$ cat config.mk
export PLATFORM = sky130hd
export DESIGN_NAME = convex_window_line_clipper
export DESIGN_NICKNAME = d
export VERILOG_FILES = /design/src/hdl/cwlc_pkg.sv /design/src/hdl/convex_window_line_clipper.sv
export VERILOG_INCLUDE_DIRS = /design/src /design/src/hdl
export SDC_FILE = /design/constraint.sdc
export NUM_CORES = 2
export LEC_CHECK = 0
export BUFFER_PORTS_ARGS = -buffer_cell sky130_fd_sc_hd__buf_2
export CAP_MARGIN = 20
export CORE_UTILIZATION = 58
export DETAILED_ROUTE_END_ITERATION = 8
export GPL_TIMING_DRIVEN = 0
export PLACE_DENSITY = 0.82
export SYNTH_ARGS = -nofsm -noshare
export SYNTH_HDL_FRONTEND = slang
export SYNTH_SLANG_ARGS = --single-unit
$ cat constraint.sdc
create_clock -name i_clk -period 23.7 [get_ports i_clk]
set_input_delay 2.37 -clock i_clk [delete_from_list [all_inputs] [get_ports i_clk]]
set_output_delay 2.37 -clock i_clk [all_outputs]
set_load 0.02 [all_outputs]
$ cat src/hdl/assert_macros.svh
// Concurrent assertion helpers shared by the RTL.
`ifndef ASSERT_MACROS_SVH
`define ASSERT_MACROS_SVH

`ifndef SYNTHESIS
// Property must hold at every clock edge outside reset.
`define ASSERT_HOLDS(label, clk, rst_n, prop, msg) \
    label: assert property (@(posedge clk) disable iff (!rst_n) (prop)) else $error(msg);
// Expression must never be true outside reset.
`define ASSERT_NEVER(label, clk, rst_n, expr, msg) \
    label: assert property (@(posedge clk) disable iff (!rst_n) !(expr)) else $error(msg);
`else
`define ASSERT_HOLDS(label, clk, rst_n, prop, msg)
`define ASSERT_NEVER(label, clk, rst_n, expr, msg)
`endif

`endif

$ cat src/hdl/cwlc_pkg.sv
`default_nettype none
package cwlc_pkg;

    // default sizing
    localparam int MAX_VERTICES_DEF    = 8;
    localparam int T_FRACTION_BITS_DEF = 16;

    // command codes carried in tuser
    localparam logic CMD_STORE = 1'b0;
    localparam logic CMD_CLIP  = 1'b1;

    // result status codes
    localparam logic [1:0] ST_DEGENERATE = 2'd0;
    localparam logic [1:0] ST_REJECTED   = 2'd1;
    localparam logic [1:0] ST_CLIPPED    = 2'd2;
    localparam logic [1:0] ST_STORED     = 2'd3;

    localparam logic [3:0] VCOUNT_RESET = 4'd4;
    localparam logic [3:0] VCOUNT_MIN   = 4'd3;

    typedef enum logic [3:0] {
        S_IDLE,
        S_RD0,
        S_RD1,
        S_PREP,
        S_MUL,
        S_EVAL,
        S_DIV,
        S_UPD,
        S_FIN,
        S_INTERP
    } t_state;

endpackage
`default_nettype wire

$ cat src/hdl/convex_window_line_clipper.sv
`default_nettype none
// Cyrus-Beck clipper of a 2D integer segment against a convex, counterclockwise
// window of up to MAX_VERTICES vertices. tuser=0 stores one window vertex and
// returns status "stored"; tuser=1 clips a segment. A degenerate segment is
// answered from the idle state. A clip otherwise walks the edges one at a
// time: two vertex reads, four products on one shared 18-bit multiplier, and a
// restoring divider that makes one bit of t per cycle; an edge that is parallel
// or whose t falls outside 0..1 skips the divider. The end points come out of
// the same multiplier in Q16.8. The block takes no new item until the result
// has been transferred. The vertex count register may be written only while
// the block is idle; vertices never stored read as junk.
`include "assert_macros.svh"
module convex_window_line_clipper
    import cwlc_pkg::*;
#(
    parameter int MAX_VERTICES    = MAX_VERTICES_DEF,
    parameter int T_FRACTION_BITS = T_FRACTION_BITS_DEF
) (
    input  wire logic         i_clk,
    input  wire logic         i_rst_n,
    // tdata: vertex_index, vertex_x, vertex_y, start_x, start_y, end_x, end_y
    input  wire logic [103:0] s_axis_tdata,
    // tuser: command
    input  wire logic         s_axis_tuser,
    input  wire logic         s_axis_tvalid,
    output logic              s_axis_tready,
    // tdata: clipped_start_x, clipped_start_y, clipped_end_x, clipped_end_y
    output logic [95:0]       m_axis_tdata,
    // tuser: status
    output logic [1:0]        m_axis_tuser,
    output logic              m_axis_tvalid,
    input  wire logic         m_axis_tready,
    input  wire logic         i_cfg_valid,
    output logic              o_cfg_ready,
    input  wire logic [3:0]   i_cfg_data
);

    localparam int AW   = (MAX_VERTICES > 1) ? $clog2(MAX_VERTICES) : 1;
    localparam int CW   = (AW + 1 > 4) ? AW + 1 : 4;
    localparam int TF   = T_FRACTION_BITS;
    localparam int TW   = TF + 1;
    localparam int BW   = (TW + 1 > 18) ? TW + 1 : 18;
    localparam int PW   = 18 + BW;
    localparam int W    = 37;
    localparam int RW   = W + 1;
    localparam int QW   = $clog2(TW + 1);
    localparam int SH   = TF - 8;
    localparam logic [PW:0]   HALF   = (SH == 0) ? '0 : (PW+1)'(1) << (SH - 1);
    localparam logic [TW-1:0] T_ONE  = TW'(1) << TF;
    localparam logic [CW-1:0] MAX_C  = CW'(MAX_VERTICES);

    // input fields
    logic [2:0]         in_idx;
    logic signed [15:0] in_vx, in_vy, in_sx, in_sy, in_ex, in_ey;
    assign in_idx = s_axis_tdata[2:0];
    assign in_vx  = s_axis_tdata[18:3];
    assign in_vy  = s_axis_tdata[34:19];
    assign in_sx  = s_axis_tdata[50:35];
    assign in_sy  = s_axis_tdata[66:51];
    assign in_ex  = s_axis_tdata[82:67];
    assign in_ey  = s_axis_tdata[98:83];

    t_state r_state, n_state;

    logic [3:0]          r_vcount;
    logic [CW-1:0]       n_edges;
    logic [AW-1:0]       r_edge, edge_next;
    logic                last_edge;
    logic signed [15:0]  r_p1x, r_p1y;
    logic signed [16:0]  r_dx, r_dy;
    logic signed [15:0]  r_bx, r_by;
    logic signed [15:0]  r_rd_x, r_rd_y;
    logic signed [16:0]  r_ex, r_ey, r_px, r_py;
    logic [2:0]          r_step;
    logic signed [PW-1:0] r_prod;
    logic signed [W-1:0] r_acc, r_den, r_num;
    logic signed [W-1:0] an, ad;
    logic [RW-1:0]       r_rem;
    logic [W-1:0]        r_ad;
    logic [TW-1:0]       r_q;
    logic [QW-1:0]       r_cnt;
    logic                r_den_neg;
    logic [TW-1:0]       r_te, r_tl;
    logic                r_out_valid;
    logic [1:0]          r_out_status;
    logic [95:0]         r_out_data;
    logic                in_acc;
    logic                eval_skip;

    logic signed [15:0]  mem_x [MAX_VERTICES];
    logic signed [15:0]  mem_y [MAX_VERTICES];
    logic [AW-1:0]       rd_addr;

    // clamped edge count and edge stepping
    always_comb begin
        if (r_vcount < VCOUNT_MIN) begin
            n_edges = CW'(VCOUNT_MIN);
        end else if (CW'(r_vcount) > MAX_C) begin
            n_edges = MAX_C;
        end else begin
            n_edges = CW'(r_vcount);
        end
        last_edge = (CW'(r_edge) + CW'(1)) >= n_edges;
        edge_next = last_edge ? '0 : AW'(CW'(r_edge) + CW'(1));
    end

    assign s_axis_tready = (r_state == S_IDLE) && !r_out_valid;
    assign in_acc        = s_axis_tvalid && s_axis_tready;
    assign o_cfg_ready   = 1'b1;

    // config register
    always_ff @(posedge i_clk) begin
        if (!i_rst_n) begin
            r_vcount <= VCOUNT_RESET;
        end else if (i_cfg_valid) begin
            r_vcount <= i_cfg_data;
        end
    end

    // vertex store, one write and one registered read per cycle
    assign rd_addr = (r_state == S_RD0) ? r_edge : edge_next;
    always_ff @(posedge i_clk) begin
        if (in_acc && s_axis_tuser == CMD_STORE && CW'(in_idx) < MAX_C) begin
            mem_x[AW'(in_idx)] <= in_vx;
            mem_y[AW'(in_idx)] <= in_vy;
        end
        r_rd_x <= mem_x[rd_addr];
        r_rd_y <= mem_y[rd_addr];
    end

    // edge test on the freshly formed numerator and denominator
    always_comb begin
        an        = r_den[W-1] ? -r_num : r_num;
        ad        = r_den[W-1] ? -r_den : r_den;
        eval_skip = (r_den == '0) || an[W-1] || (an > ad);
    end

    // shared multiplier operands
    logic signed [17:0]   mul_a;
    logic signed [BW-1:0] mul_b;
    logic [16:0]          adx, ady;
    assign adx = r_dx[16] ? 17'(-r_dx) : 17'(r_dx);
    assign ady = r_dy[16] ? 17'(-r_dy) : 17'(r_dy);
    always_comb begin
        mul_a = '0;
        mul_b = '0;
        if (r_state == S_MUL) begin
            case (r_step[1:0])
                2'd0: begin mul_a = 18'(r_ey); mul_b = BW'(r_dx); end
                2'd1: begin mul_a = 18'(r_ex); mul_b = BW'(r_dy); end
                2'd2: begin mul_a = 18'(r_ex); mul_b = BW'(r_py); end
                default: begin mul_a = 18'(r_ey); mul_b = BW'(r_px); end
            endcase
        end else begin
            case (r_step[1:0])
                2'd0: begin mul_a = {1'b0, adx}; mul_b = BW'(r_te); end
                2'd1: begin mul_a = {1'b0, ady}; mul_b = BW'(r_te); end
                2'd2: begin mul_a = {1'b0, adx}; mul_b = BW'(r_tl); end
                default: begin mul_a = {1'b0, ady}; mul_b = BW'(r_tl); end
            endcase
        end
    end

    // rounding of the previous product into a Q16.8 point coordinate
    logic [PW:0]        rnd_sum, rnd_sh;
    logic [31:0]        rnd_off;
    logic               coord_y;
    logic signed [31:0] pt_base, pt_val;
    always_comb begin
        rnd_sum = {1'b0, r_prod} + HALF;
        rnd_sh  = rnd_sum >> SH;
        rnd_off = 32'(rnd_sh);
        coord_y = !r_step[0];
        pt_base = coord_y ? (32'(r_p1y) <<< 8) : (32'(r_p1x) <<< 8);
        if (coord_y ? r_dy[16] : r_dx[16]) begin
            pt_val = pt_base - signed'(rnd_off);
        end else begin
            pt_val = pt_base + signed'(rnd_off);
        end
    end

    // state register
    always_ff @(posedge i_clk) begin
        if (!i_rst_n) begin
            r_state <= S_IDLE;
        end else begin
            r_state <= n_state;
        end
    end

    // next state
    always_comb begin
        n_state = r_state;
        unique case (r_state)
            S_IDLE: begin
                if (in_acc && s_axis_tuser == CMD_CLIP &&
                    (in_sx != in_ex || in_sy != in_ey)) begin
                    n_state = S_RD0;
                end
            end
            S_RD0:  n_state = S_RD1;
            S_RD1:  n_state = S_PREP;
            S_PREP: n_state = S_MUL;
            S_MUL: begin
                if (r_step == 3'd4) n_state = S_EVAL;
            end
            S_EVAL: begin
                if (!eval_skip) begin
                    n_state = S_DIV;
                end else begin
                    n_state = last_edge ? S_FIN : S_RD0;
                end
            end
            S_DIV: begin
                if (r_cnt == '0) n_state = S_UPD;
            end
            S_UPD:  n_state = last_edge ? S_FIN : S_RD0;
            S_FIN:  n_state = (r_te > r_tl) ? S_IDLE : S_INTERP;
            S_INTERP: begin
                if (r_step == 3'd4) n_state = S_IDLE;
            end
            default: n_state = S_IDLE;
        endcase
    end

    // output handshake control
    always_ff @(posedge i_clk) begin
        if (!i_rst_n) begin
            r_out_valid <= 1'b0;
        end else if (in_acc && (s_axis_tuser == CMD_STORE ||
                                (in_sx == in_ex && in_sy == in_ey))) begin
            r_out_valid <= 1'b1;
        end else if ((r_state == S_FIN && r_te > r_tl) ||
                     (r_state == S_INTERP && r_step == 3'd4)) begin
            r_out_valid <= 1'b1;
        end else if (m_axis_tready) begin
            r_out_valid <= 1'b0;
        end
    end

    // datapath
    always_ff @(posedge i_clk) begin
        r_prod <= PW'(mul_a * mul_b);
        unique case (r_state)
            S_IDLE: begin
                r_step <= '0;
                r_edge <= '0;
                r_te   <= '0;
                r_tl   <= T_ONE;
                r_p1x  <= in_sx;
                r_p1y  <= in_sy;
                r_dx   <= 17'(in_ex) - 17'(in_sx);
                r_dy   <= 17'(in_ey) - 17'(in_sy);
                if (in_acc) begin
                    if (s_axis_tuser == CMD_STORE) begin
                        r_out_status <= ST_STORED;
                        r_out_data   <= '0;
                    end else begin
                        r_out_status <= ST_DEGENERATE;
                        r_out_data   <= {in_ey, 8'h00, in_ex, 8'h00,
                                         in_sy, 8'h00, in_sx, 8'h00};
                    end
                end
            end
            S_RD0: ;
            S_RD1: begin
                r_bx <= r_rd_x;
                r_by <= r_rd_y;
            end
            S_PREP: begin
                r_ex   <= 17'(r_rd_x) - 17'(r_bx);
                r_ey   <= 17'(r_rd_y) - 17'(r_by);
                r_px   <= 17'(r_p1x) - 17'(r_bx);
                r_py   <= 17'(r_p1y) - 17'(r_by);
                r_step <= '0;
            end
            S_MUL: begin
                r_step <= r_step + 3'd1;
                case (r_step)
                    3'd1: r_acc <= W'(r_prod);
                    3'd2: r_den <= r_acc - W'(r_prod);
                    3'd3: r_acc <= W'(r_prod);
                    3'd4: r_num <= r_acc - W'(r_prod);
                    default: ;
                endcase
            end
            S_EVAL: begin
                r_rem     <= RW'(unsigned'(an));
                r_ad      <= unsigned'(ad);
                r_den_neg <= r_den[W-1];
                r_cnt     <= QW'(TW - 1);
                if (eval_skip) r_edge <= edge_next;
            end
            S_DIV: begin
                // one quotient bit of |num| * 2^TF / |den| per cycle
                if (r_rem >= {1'b0, r_ad}) begin
                    r_rem <= (r_rem - {1'b0, r_ad}) << 1;
                    r_q   <= {r_q[TW-2:0], 1'b1};
                end else begin
                    r_rem <= r_rem << 1;
                    r_q   <= {r_q[TW-2:0], 1'b0};
                end
                r_cnt <= r_cnt - QW'(1);
            end
            S_UPD: begin
                if (r_den_neg) begin
                    if (r_te < r_q) r_te <= r_q;
                end else begin
                    if (r_tl > r_q) r_tl <= r_q;
                end
                r_edge <= edge_next;
            end
            S_FIN: begin
                r_step <= '0;
                if (r_te > r_tl) begin
                    r_out_status <= ST_REJECTED;
                    r_out_data   <= '0;
                end else begin
                    r_out_status <= ST_CLIPPED;
                end
            end
            S_INTERP: begin
                r_step <= r_step + 3'd1;
                case (r_step)
                    3'd1: r_out_data[23:0]  <= pt_val[23:0];
                    3'd2: r_out_data[47:24] <= pt_val[23:0];
                    3'd3: r_out_data[71:48] <= pt_val[23:0];
                    3'd4: r_out_data[95:72] <= pt_val[23:0];
                    default: ;
                endcase
            end
            default: ;
        endcase
    end

    assign m_axis_tvalid = r_out_valid;
    assign m_axis_tuser  = r_out_status;
    assign m_axis_tdata  = r_out_data;

    // checks
    logic t_bad, rem_bad, walk_done;
    assign t_bad     = (r_state != S_IDLE) && (r_te > T_ONE || r_tl > T_ONE);
    assign rem_bad   = (r_state == S_DIV) && (r_rem >= {r_ad, 1'b0});
    assign walk_done = (r_state == S_UPD) && last_edge;
    `ASSERT_NEVER(a_t_range, i_clk, i_rst_n, t_bad, "t out of range")
    `ASSERT_NEVER(a_div_rem, i_clk, i_rst_n, rem_bad, "divider remainder overflow")
    `ASSERT_NEVER(a_busy_out, i_clk, i_rst_n, r_out_valid && (r_state != S_IDLE), "busy")
    `ASSERT_HOLDS(a_fin_next, i_clk, i_rst_n, walk_done |=> (r_state == S_FIN), "edge walk")

endmodule
`default_nettype wire
==> flow_metrics.py <==
metrics = {
    "floorplanning": {
        "rows": 114,
        "ios": 215,
        "die_height_um": 315,
        "die_x_um": 315,
        "core_um2": 97000,
        "start_util_pct": 58.7,
        "fp.dieArea_um2": 99500,
    },
    "min_path": {
        "holdPathStages": 0,
        "min_path_type": "flip-flop to flip-flop",
        "holdPathEnd": "r_by[0]$_DFFE_PP_",
        "hp-start": "r_rd_y[0]$_DFF_P_",
    },
    "cts": {
        "insertion_delay_ns": 0.72,
        "h-tree-depth": 3,
        "cts.sink_count": 845,
        "post_cts_buffers": 0,
        "cts_tree": "built",
        "cts_resized": 0,
        "ctsHoldBuffers": 0,
        "cts.clk_slew.worst_paths_ns": 0.06,
        "ctsLongestPathBuffers": 3,
        "cts-root-buf": "clkbuf_16",
        "numCtsBuffers": 90,
    },
    "timing": {
        "final_hold_viol_count": 0,
        "fmax_ghz": 0.0723,
        "rsz0062_at_grt": "false",
        "tightest_slew_ns": 1.22,
        "slew_violations": 0,
        "skew_ns": 0.0812,
        "period_share_pct": 58.4,
        "finalSetupViolCount": 0,
        "min_period_ns": 13.84,
        "slew_headroom_pct": 18.6,
        "finalSetupTns_ns": 0,
    },
    "run": {
        "cap_violations": 0,
    },
    "synth": {
        "yosysTopAreaCell": "edfxtp_1",
        "synth_top_area_share_pct": 40.5,
        "seq_area_frac_synth_pct": 43.2,
        "synth_warnings": 0,
        "ys_ff_latch": 845,
        "netlist_top_cells_area": "edfxtp_1 (40%), fa_1 (12%), ha_1 (8.3%)",
        "synth_cell_types": 84,
        "netlist_area_um2": 57000,
        "synth-async-reset-ratio_pct": 0,
        "synth_ff_type": "edfxtp_1",
        "syn_area_per_cell_um2": 10.2,
        "synth_nets": 6396,
        "synth_edf_count": 768,
        "synthCells": 5564,
    },
    "status": {
        "violations": "DRC",
        "outcome": "complete, but fails checks",
    },
    "global_routing": {
        "grt_max_degree": 67,
        "grt_pass1_vias": 44000,
        "antenna_found_initial": 19,
        "grt_overflow_total": 0,
        "grt_pass1_wl_um": 272000,
        "gr-usage-all-layers_pct": 37.3,
    },
    "layout": {
        "nets": 6733,
        "postLayoutCoreUtil_pct": 65.3,
        "area_growth_pct": 11.3,
        "layout-drive-gt1-share_pct": 7.73,
        "fillers": 7443,
    },
    "setup_path": {
        "reg2reg_slack_ns": 9.86,
        "crit_path_end_kind": "flip-flop",
        "max_stage_delay_ns": 0.90,
        "cp_max_fo": 10,
        "path_delay_family": "buffers and inverters",
        "r2r_cells": 32,
        "cp_slowest_cell": "buf_1",
        "regToRegStartpoint": "r_step[0]$_SDFFCE_PN0P_",
        "required_ns": 24.20,
        "path_class": "flip-flop to flip-flop",
        "crit_arrival_ns": 14.33,
        "worst-path-buf-inv": 11,
        "worstReg2RegEnd": "r_prod[34]$_DFF_P_",
        "cp-start-kind": "flip-flop",
    },
    "route": {
        "dr.pass1.iters": 9,
        "routedWlPerCell_um": 25.5,
        "wirelength_um": 185000,
        "postRouteAntennaNets": 0,
        "vias": 44500,
        "viasPerCell": 6.14,
        "route.detailed.drc": 29,
        "drt_first_iter_violations": 5238,
    },
    "placed_design": {
        "gp_congestion": 1.07,
        "dp_hpwl_um": 147000,
        "port_buffers": 206,
    },
}
[cell usage after synthesis, types with 47 or more instances]
master	n
edfxtp_1	768
inv_1	733
nand2_1	637
nor2_1	476
ha_1	380
fa_1	338
xnor2_1	245
o21ai_0	242
nand3_1	233
a21oi_1	223
clkbuf_1	156
a21o_1	136
nor3_1	95
dfxtp_1	77
nor2b_1	71
xor2_1	59
nand2b_1	50
o21a_1	47
[layer usage]
layer | routed length [um] | vias up | GRT usage [%]
li1 | - | 19800 | -
met1 | 66900 | 21600 | 45.9
met2 | 86000 | 2595 | 61.1
met3 | 18200 | 565 | 6.70
met4 | 13800 | 4 | 23.6
met5 | 23 | - | 0
[layout make-up]
type / instances / area, um2 / share of cell area (%)
Antenna cell: 7 / 17.5 / 0.0276
Buffer: 180 / 689 / 1.09
Clock buffer: 112 / 2360 / 3.73
Clock inverter: 55 / 649 / 1.02
Inverter: 736 / 2770 / 4.36
Multi-Input combinational cell: 3803 / 29000 / 45.8
Sequential cell: 845 / 24600 / 38.8
Tap cell: 1276 / 1600 / 2.52
Timing Repair Buffer: 245 / 1650 / 2.60
[worst reg2reg max path, delay by kind of cell, from the launching register on]
kind	cells	cell delay, ns
buf+inv	11	4.51
fa+ha+maj	8	3.45
compound gates	8	3.05
simple gates	3	1.14
xor+xnor	1	0.63
mux	1	0.46
flops	1	0.40
[sequential cells by signal, indices dropped and copies added (netlist names), 17 cells and up]
register      flops
r_te             17
r_px             17
r_py             17
r_ad             37
mem_y           128
r_q              17
r_dy             17
r_ey             17
mem_x           128
r_den            37
r_ex             17
m_axis_tdata     96
r_dx             17
r_tl             17
r_num            37
r_rem            38
r_prod           36
r_acc            36
[stage by stage]
| step | worst slack [ns] | cell area, um2 | cells | hold WS, ns |
|---|---|---|---|---|
| floorplan | 14.81 | 57000 | 5564 | 0.403 |
| global placement | 10.33 | 59600 | 7046 | 0.414 |
| detailed placement | 10.25 | 60300 | 7083 | 0.418 |
| CTS | 10.22 | 63300 | 7250 | 0.428 |
| global route | 9.76 | 63400 | 7255 | 0.441 |
| finish | 9.86 | 63400 | 7259 | 0.431 |
[logic make-up (layout without fill, tap and decap cells)]
logic type	after synthesis	in the layout	synth area share, %
buffers and inverters	916	1328	6.06
other	1	8	0.00658
muxes	60	60	1.09
and+or+nand+nor	1760	1760	14.0
adders and majority gates	718	718	20.2
xor gates and xnor gates	304	304	4.67
AOI/OAI and AO/OA	960	960	10.8
DFF	845	845	43.2
[worst max-delay path by stage]
stage               slack, ns                     from  cells after the start            endpoint
floorplan               14.81  r_step[0]$_SDFFCE_PN0P_                     33  r_prod[32]$_DFF_P_
global placement        10.33  r_step[0]$_SDFFCE_PN0P_                     32  r_prod[34]$_DFF_P_
detailed placement      10.25  r_step[0]$_SDFFCE_PN0P_                     32  r_prod[34]$_DFF_P_
CTS                     10.22  r_step[0]$_SDFFCE_PN0P_                     32  r_prod[34]$_DFF_P_
finish                   9.86  r_step[0]$_SDFFCE_PN0P_                     32  r_prod[34]$_DFF_P_
global route             9.76  r_step[0]$_SDFFCE_PN0P_                     32  r_prod[34]$_DFF_P_
[placed cells by master (no fill, tap or decap), drive strengths merged, types with 21 or more instances in the layout]
cell	count
a21oi	224
nand2	637
a31oi	33
clkbuf	269
o21a	47
mux2i	43
clkinv	42
inv	734
and3	21
nor2b	71
dfxtp	77
nor3	96
nor2	476
buf	268
xnor2	245
o211ai	30
o21ai	257
o31ai	36
a21boi	40
fa	338
ha	380
xor2	59
or3	29
edfxtp	768
nand4	39
nand2b	50
nand3	233
a21o	136
Power is left out: the tool's default activity adds up to more than one toggle a clock period on the data nets, which glitch-free logic cannot reach.
